[src/design/longest_prefix_route_lookup_unit_defines.svh]
// Assertion macros shared by the route lookup unit.
// Each macro samples on clk_i and is disabled while rst_ni is low.
`ifndef LONGEST_PREFIX_ROUTE_LOOKUP_UNIT_DEFINES_SVH
`define LONGEST_PREFIX_ROUTE_LOOKUP_UNIT_DEFINES_SVH

// The property must hold at every clock edge.
`define LPR_ASSERT(label, prop, msg) \
  label: assert property (@(posedge clk_i) disable iff (!rst_ni) (prop)) else $error(msg);

// If ante holds, cons must hold in the same cycle.
`define LPR_ASSERT_IMPL(label, ante, cons, msg) \
  label: assert property (@(posedge clk_i) disable iff (!rst_ni) (ante) |-> (cons)) \
    else $error(msg);

// If ante holds, cons must hold in the next cycle.
`define LPR_ASSERT_NEXT(label, ante, cons, msg) \
  label: assert property (@(posedge clk_i) disable iff (!rst_ni) (ante) |=> (cons)) \
    else $error(msg);

`endif

[src/design/lpr_pkg.sv]
`default_nettype none

package lpr_pkg;

  // Table size and port width.
  localparam int unsigned Routes   = 64;
  localparam int unsigned PortBits = 4;
  localparam int unsigned AddrBits = 32;
  localparam int unsigned LenBits  = 6;

  // Longest meaningful prefix length.
  localparam logic [LenBits-1:0] MaxLen = LenBits'(AddrBits);

  typedef enum logic {
    CmdLookup = 1'b0,
    CmdInsert = 1'b1
  } lpr_cmd_e;

  typedef enum logic [1:0] {
    StatusOk      = 2'd0,
    StatusNoRoute = 2'd1,
    StatusFull    = 2'd2
  } lpr_status_e;

  // Input word.
  typedef struct packed {
    lpr_cmd_e              command;
    logic [AddrBits-1:0]   address;
    logic [LenBits-1:0]    prefix_len;
    logic [AddrBits-1:0]   hop_in;
    logic [PortBits-1:0]   port_in;
  } lpr_in_t;

  // Output word.
  typedef struct packed {
    lpr_status_e           status;
    logic [AddrBits-1:0]   hop_out;
    logic [PortBits-1:0]   port_out;
    logic [LenBits-1:0]    match_len;
  } lpr_out_t;

  // Token that walks down the row of cells, one cell per cycle while the row is not halted.
  typedef struct packed {
    logic                  vld;
    lpr_cmd_e              cmd;
    logic [AddrBits-1:0]   addr;
    logic [LenBits-1:0]    len;
    logic [AddrBits-1:0]   hop;
    logic [PortBits-1:0]   port;
    logic                  done;
    logic [LenBits-1:0]    best_len;
    logic [AddrBits-1:0]   best_hop;
    logic [PortBits-1:0]   best_port;
  } lpr_tok_t;

  // Mask with len leading ones; len is at most 32.
  function automatic logic [AddrBits-1:0] lpr_len_mask(input logic [LenBits-1:0] len);
    lpr_len_mask = ~({AddrBits{1'b1}} >> len);
  endfunction

endpackage

`default_nettype wire

[src/design/lpr_cell.sv]
`default_nettype none

module lpr_cell import lpr_pkg::*; (
  input  wire logic     clk_i,
  input  wire logic     rst_ni,
  input  wire logic     adv_i,
  input  wire lpr_tok_t tok_i,
  output lpr_tok_t      tok_o
);

  // Stored route of this slot.
  logic                e_vld_q;
  logic [AddrBits-1:0] e_pfx_q;
  logic [LenBits-1:0]  e_len_q;
  logic [AddrBits-1:0] e_hop_q;
  logic [PortBits-1:0] e_port_q;

  logic                tok_vld_q;
  lpr_tok_t            tok_q;
  lpr_tok_t            tok_d;

  logic                hit_ins;
  logic                take_ins;
  logic                match_lu;
  logic                take_lu;

  // Slots fill in order, so the first free slot is the next one to use.
  assign hit_ins  = e_vld_q && (e_len_q == tok_i.len) && (e_pfx_q == tok_i.addr);
  assign take_ins = tok_i.vld && (tok_i.cmd == CmdInsert) && !tok_i.done &&
                    (hit_ins || !e_vld_q);

  // A lookup only replaces the best match with a strictly longer one.
  assign match_lu = e_vld_q && ((tok_i.addr & lpr_len_mask(e_len_q)) == e_pfx_q);
  assign take_lu  = tok_i.vld && (tok_i.cmd == CmdLookup) && match_lu &&
                    (!tok_i.done || (e_len_q > tok_i.best_len));

  // Update the passing token.
  always_comb begin
    tok_d = tok_i;
    if (take_ins) begin
      tok_d.done = 1'b1;
    end
    if (take_lu) begin
      tok_d.done      = 1'b1;
      tok_d.best_len  = e_len_q;
      tok_d.best_hop  = e_hop_q;
      tok_d.best_port = e_port_q;
    end
  end

  // Control flops.
  always_ff @(posedge clk_i or negedge rst_ni) begin
    if (!rst_ni) begin
      tok_vld_q <= 1'b0;
      e_vld_q   <= 1'b0;
    end else if (adv_i) begin
      tok_vld_q <= tok_i.vld;
      if (take_ins) begin
        e_vld_q <= 1'b1;
      end
    end
  end

  // Token payload and route contents.
  always_ff @(posedge clk_i) begin
    if (adv_i) begin
      tok_q <= tok_d;
      if (take_ins) begin
        e_pfx_q  <= tok_i.addr;
        e_len_q  <= tok_i.len;
        e_hop_q  <= tok_i.hop;
        e_port_q <= tok_i.port;
      end
    end
  end

  always_comb begin
    tok_o     = tok_q;
    tok_o.vld = tok_vld_q;
  end

endmodule

`default_nettype wire

[config.mk]
export PLATFORM = sky130hd
export DESIGN_NAME = lpr_cell
export DESIGN_NICKNAME = d
export VERILOG_FILES = /design/src/design/longest_prefix_route_lookup_unit_defines.svh /design/src/design/lpr_pkg.sv /design/src/design/lpr_cell.sv
export SDC_FILE = /design/constraint.sdc
export NUM_CORES = 1
export LEC_CHECK = 0
export ABC_AREA = 1
export BUFFER_PORTS_ARGS = -buffer_cell sky130_fd_sc_hd__buf_2
export CORE_MARGIN = 2
export CORE_UTILIZATION = 47
export CTS_CLUSTER_DIAMETER = 100
export DETAILED_ROUTE_END_ITERATION = 8
export PLACE_DENSITY = 0.81
export SLEW_MARGIN = 20
export SYNTH_ARGS = -nofsm -noshare
export SYNTH_HDL_FRONTEND = slang
export SYNTH_SLANG_ARGS = --single-unit
[constraint.sdc]
create_clock -name clk_i -period 5.2 [get_ports clk_i]
set_input_delay 1.3 -clock clk_i [delete_from_list [all_inputs] [get_ports clk_i]]
set_output_delay 1.3 -clock clk_i [all_outputs]
set_load 0.005 [all_outputs]
# == After elaboration in Yosys (flattened, before gate mapping) ==
# Index checks and enable logic that the tools add are counted.
# word_totals
regBits,194
input_bits,122
output_inout_bits,119
word_cells,39
# op_classes
magnitude_cmp,1
n_eq_ne,3
n_shift,1
muxes,1
bitwise_logic,3
n_reduce_logical,15
# op_table
operator,count
$eq A32 B32 Y1,2
$mux W42,1
$and A32 B32 Y32,1
$not A32 Y32,1
$shr A32 B6 Y32 const A,1
$logic_and A1 B1 Y1,9
$eq A6 B6 Y1,1
$gt A6 B6 Y1,1
$logic_not A1 Y1,2
$logic_or A1 B1 Y1,2
$reduce_and A2 Y1,1
$reduce_or A2 Y1,1
$not A1 Y1,1

# == Logic depth before layout (Yosys ltp) ==
# logic_depth
ltp_word,8
mapped_depth,16
ltp_nobuf,14

# == Worst setup path after synthesis ==
# No wires, ideal clock.
# synth_path
kind,input port to flip-flop
startpoint,input tok_i[85] (netlist bit)
endpoint,register e_hop_q[0] (enable)
setup_ns,0.506
arrival_ns,5.216
slack_ns,-0.523
path_stages,8
n_path_buf,0
cell_sequence,or2_2 -> a21oi_1 -> nand2_1 -> nor2_1 -> nand2_1 -> o21ai_0 -> nand2_1 -> nor2_1
# synth_via
elab_chain_cells,5
# synth_rtl
element,line_no,text
start: declaration,lpr_cell.sv:7,"input wire lpr_tok_t tok_i,"
$eq A32 B32 Y1,lpr_cell.sv:28,assign hit_ins = e_vld_q && (e_len_q == tok_i.len) && (e_pfx_q == tok_i.addr);
$logic_and A1 B1 Y1,lpr_cell.sv:28,
$logic_or A1 B1 Y1,lpr_cell.sv:30,(hit_ins || !e_vld_q);
$logic_and A1 B1 Y1,lpr_cell.sv:29,assign take_ins = tok_i.vld && (tok_i.cmd == CmdInsert) && !tok_i.done &&
$reduce_and A2 Y1 (no source line),-,
end signal: assignment,lpr_cell.sv:71,e_hop_q <= tok_i.hop;
end: declaration,lpr_cell.sv:15,logic [AddrBits-1:0] e_hop_q;
# Every way passes these cells.
# A chain may end at the register's enable or synchronous reset.

==> results.toml <==
[status]
status = "completed"

[timing]
setup_viol = 0
hold-worst-slack_ns = 0.485
fmax_mhz = 288
tightest_slew_ns = 0.749
rsz0062_at_grt = "no"
setup_tns_ns = 0
hold_viol = 0
slew_headroom = 0.501
final.min_clock_period_ns = 3.48
skew_ns = 0.0149
maxSlewViolCount = 0
post-route-period-util = 0.669

[flow_run]
cap_violations = 0

[power]
p_leak_nw = 4.54
p_per_area_nw_per_um2 = 329
ir_worst_vdd_mv = 0.218
power_mw = 3.39

[cells_and_area]
fin_util = 0.596
nets = 1103
fin_cells = 1214
n_fill_cell = 1419
layout_common_cells = "239 x buf_2, 234 x nand2_1, 192 x edfxtp_1"
layout-drive-gt1-share = 0.293
area_growth_pct = 23.6
mostFrequentLayoutCell = "buf_2"

[detailed_routing]
finalWirelength_mm = 21.6
drt_iter0_drc = 483
vias = 6244
detail_route.first_pass.iterations = 6
ant_nets = 0
routedWlPerCell_um = 17.8
viasPerCell = 5.14
drc = 0

[clock_tree]
cts.sinks = 194
cts.reportedPaths.clkPinSlew_ns = 0.07
numCtsBuffers = 17
htree_levels = 4
ctsResizeCount = 0
cts_tree = "done"
insertion_delay_ns = 0.43
clk_path_buf_depth = 2
cts-hold-fix-buffers = 0
root_buffer = "clkbuf_16"
post_cts_buffers = 0

[setup_path]
crit_family = "simple AND/OR/NAND/NOR gates"
rr_endpoint = "tok_o[1]$_DFFE_PP_"
cp-endpoint = "tok_o[1]$_DFFE_PP_"
arrival_ns = 3.66
path_max_fanout = 42
crit_cells = 13
path_cells = "inv_1 > nand2_1 > nand2_1 > nand2_1 > nand2_1 > nor2_1 > nand2_1 > nor2_1 > nand3_1 > nor2_4 > nand3_4 > nand2_1 > nand2_1"
crit_path_top_delay_cell = "edfxtp_1"
rrSetupSlack_ns = 1.72
worst_r2r_path_depth = 13
critPathKind = "flop to flop"
cp-start-kind = "flop"
critPathBufInv = 1
max_stage_delay_ns = 0.78
critical_path_required_ns = 5.38
startpoint = "e_len_q[3]$_DFFE_PP_"
worst_setup_path_end_kind = "flop"
timing.rr.start = "e_len_q[3]$_DFFE_PP_"
path_common_cell = "nand2_1"

[placed_design]
dpl.cell_count = 1181
port_buffers = 240
globalplace.congestion = 0.923
dp_hpwl_mm = 16.0

[floorplan]
die_w_um = 137
io_pins = 241
die_area_um2 = 18800
rows = 48
start_util = 0.482
die_y_um = 137
placeableCoreArea_um2 = 17300

[grt]
gr-total-overflow = 0
grt_use_total = 0.227
gr-usage-met3 = 0.0545
grt_busiest_layer = "met2"
antenna_found_initial = 3
grt_use_met2 = 0.407
grt_pass1_wl_mm = 31.5
grt_pass1_vias = 5962
grt_max_degree = 58
gr-usage-met1 = 0.268

[worst_hold_path]
hold_class = "flop to flop"

[synthesis]
ys_dominant_reg_cell = "edfxtp_1"
syn-num-nets = 864
avgSynthCellArea_um2 = 11.3
ys_async_sr_fraction = 0.0103
synthCells = 736
synth-edff-count = 192
ys_ff_latch = 194
ys_types = 29
syn_area_um2 = 8340
yosys_warnings = 0
ys_seq_area_frac = 0.697
[cells by family (layout without fill, tap and decap cells)]
group | count (synthesis) | count (layout) | synth area share
and+or+nand+nor | 400 | 400 | 0.211
AOI/OAI and AO/OA | 31 | 31 | 0.0200
other | 0 | 2 | 0
xor gates and xnor gates | 11 | 11 | 0.0116
adders and majority gates | 6 | 6 | 0.00900
buffers and inverters | 94 | 345 | 0.0510
DFF | 194 | 194 | 0.697
[cell usage after synthesis, types with 6 or more instances]
master    instances  area [um^2]
buf_2            13         65.1
buf_6             6         67.6
edfxtp_1        192         5770
ha_1              6         75.1
inv_1            65          244
nand2_1         234          878
nand3_1          36          180
nand4_1          56          350
nor2_1           60          225
o21ai_0          15         75.1
xnor2_1          10         87.6
[cell type report]
type                    count  area (um^2)  area share
diodes                      2         5.00    0.000485
clock buffers              17          425      0.0413
clock inverters            14          159      0.0154
inverters                  68          255      0.0248
multi-input cells         448         2110       0.204
flip-flops and latches    194         5820       0.564
well taps                 225          282      0.0273
repair buffers            246         1260       0.122
[routing by layer]
metal  share of wire  wire length (um)
met1            0.39              8420
met2            0.51             11100
met3           0.075              1630
met4           0.022               483
met5         0.00060                13
[report_power, final]
group / switching [mW] / internal (mW)
combinational: 0.158 / 0.113
sequential: 0.0273 / 1.81
clock: 0.636 / 0.644
[state kept, by name, indices dropped and copies added (netlist names)]
register	cells
e_port_q	4
e_len_q	6
tok_o	118
tok_vld_q	1
e_pfx_q	32
e_hop_q	32
e_vld_q	1
[worst reg2reg max path: cells and delay by family, from the launching register on]
| family | cells | cell delay, ns |
|---|---|---|
| and+or+nand+nor | 12 | 2.20 |
| buffers and inverters | 1 | 0.26 |
| DFF | 1 | 0.78 |
[worst min path at each step]
stage                                      from                     to  cells after the start
after global routing      tok_vld_q$_DFFE_PN0P_  tok_vld_q$_DFFE_PN0P_                      2
after floorplan           tok_vld_q$_DFFE_PN0P_  tok_vld_q$_DFFE_PN0P_                      2
after global placement    tok_vld_q$_DFFE_PN0P_  tok_vld_q$_DFFE_PN0P_                      2
final                     tok_vld_q$_DFFE_PN0P_  tok_vld_q$_DFFE_PN0P_                      2
after CTS                 tok_vld_q$_DFFE_PN0P_  tok_vld_q$_DFFE_PN0P_                      2
after detailed placement  tok_vld_q$_DFFE_PN0P_  tok_vld_q$_DFFE_PN0P_                      2
[metrics by stage]
| step | instance area, um^2 | worst slack, ns |
|---|---|---|
| 2_1_floorplan | 8340 | 0.717 |
| 3_3_place_gp | 9720 | 1.43 |
| 3_5_place_dp | 9720 | 1.39 |
| 4_1_cts | 10300 | 1.69 |
| 5_1_grt | 10300 | 1.33 |
| 6_report | 10300 | 1.72 |
No activity file was read; power rests on OpenSTA's default activity.
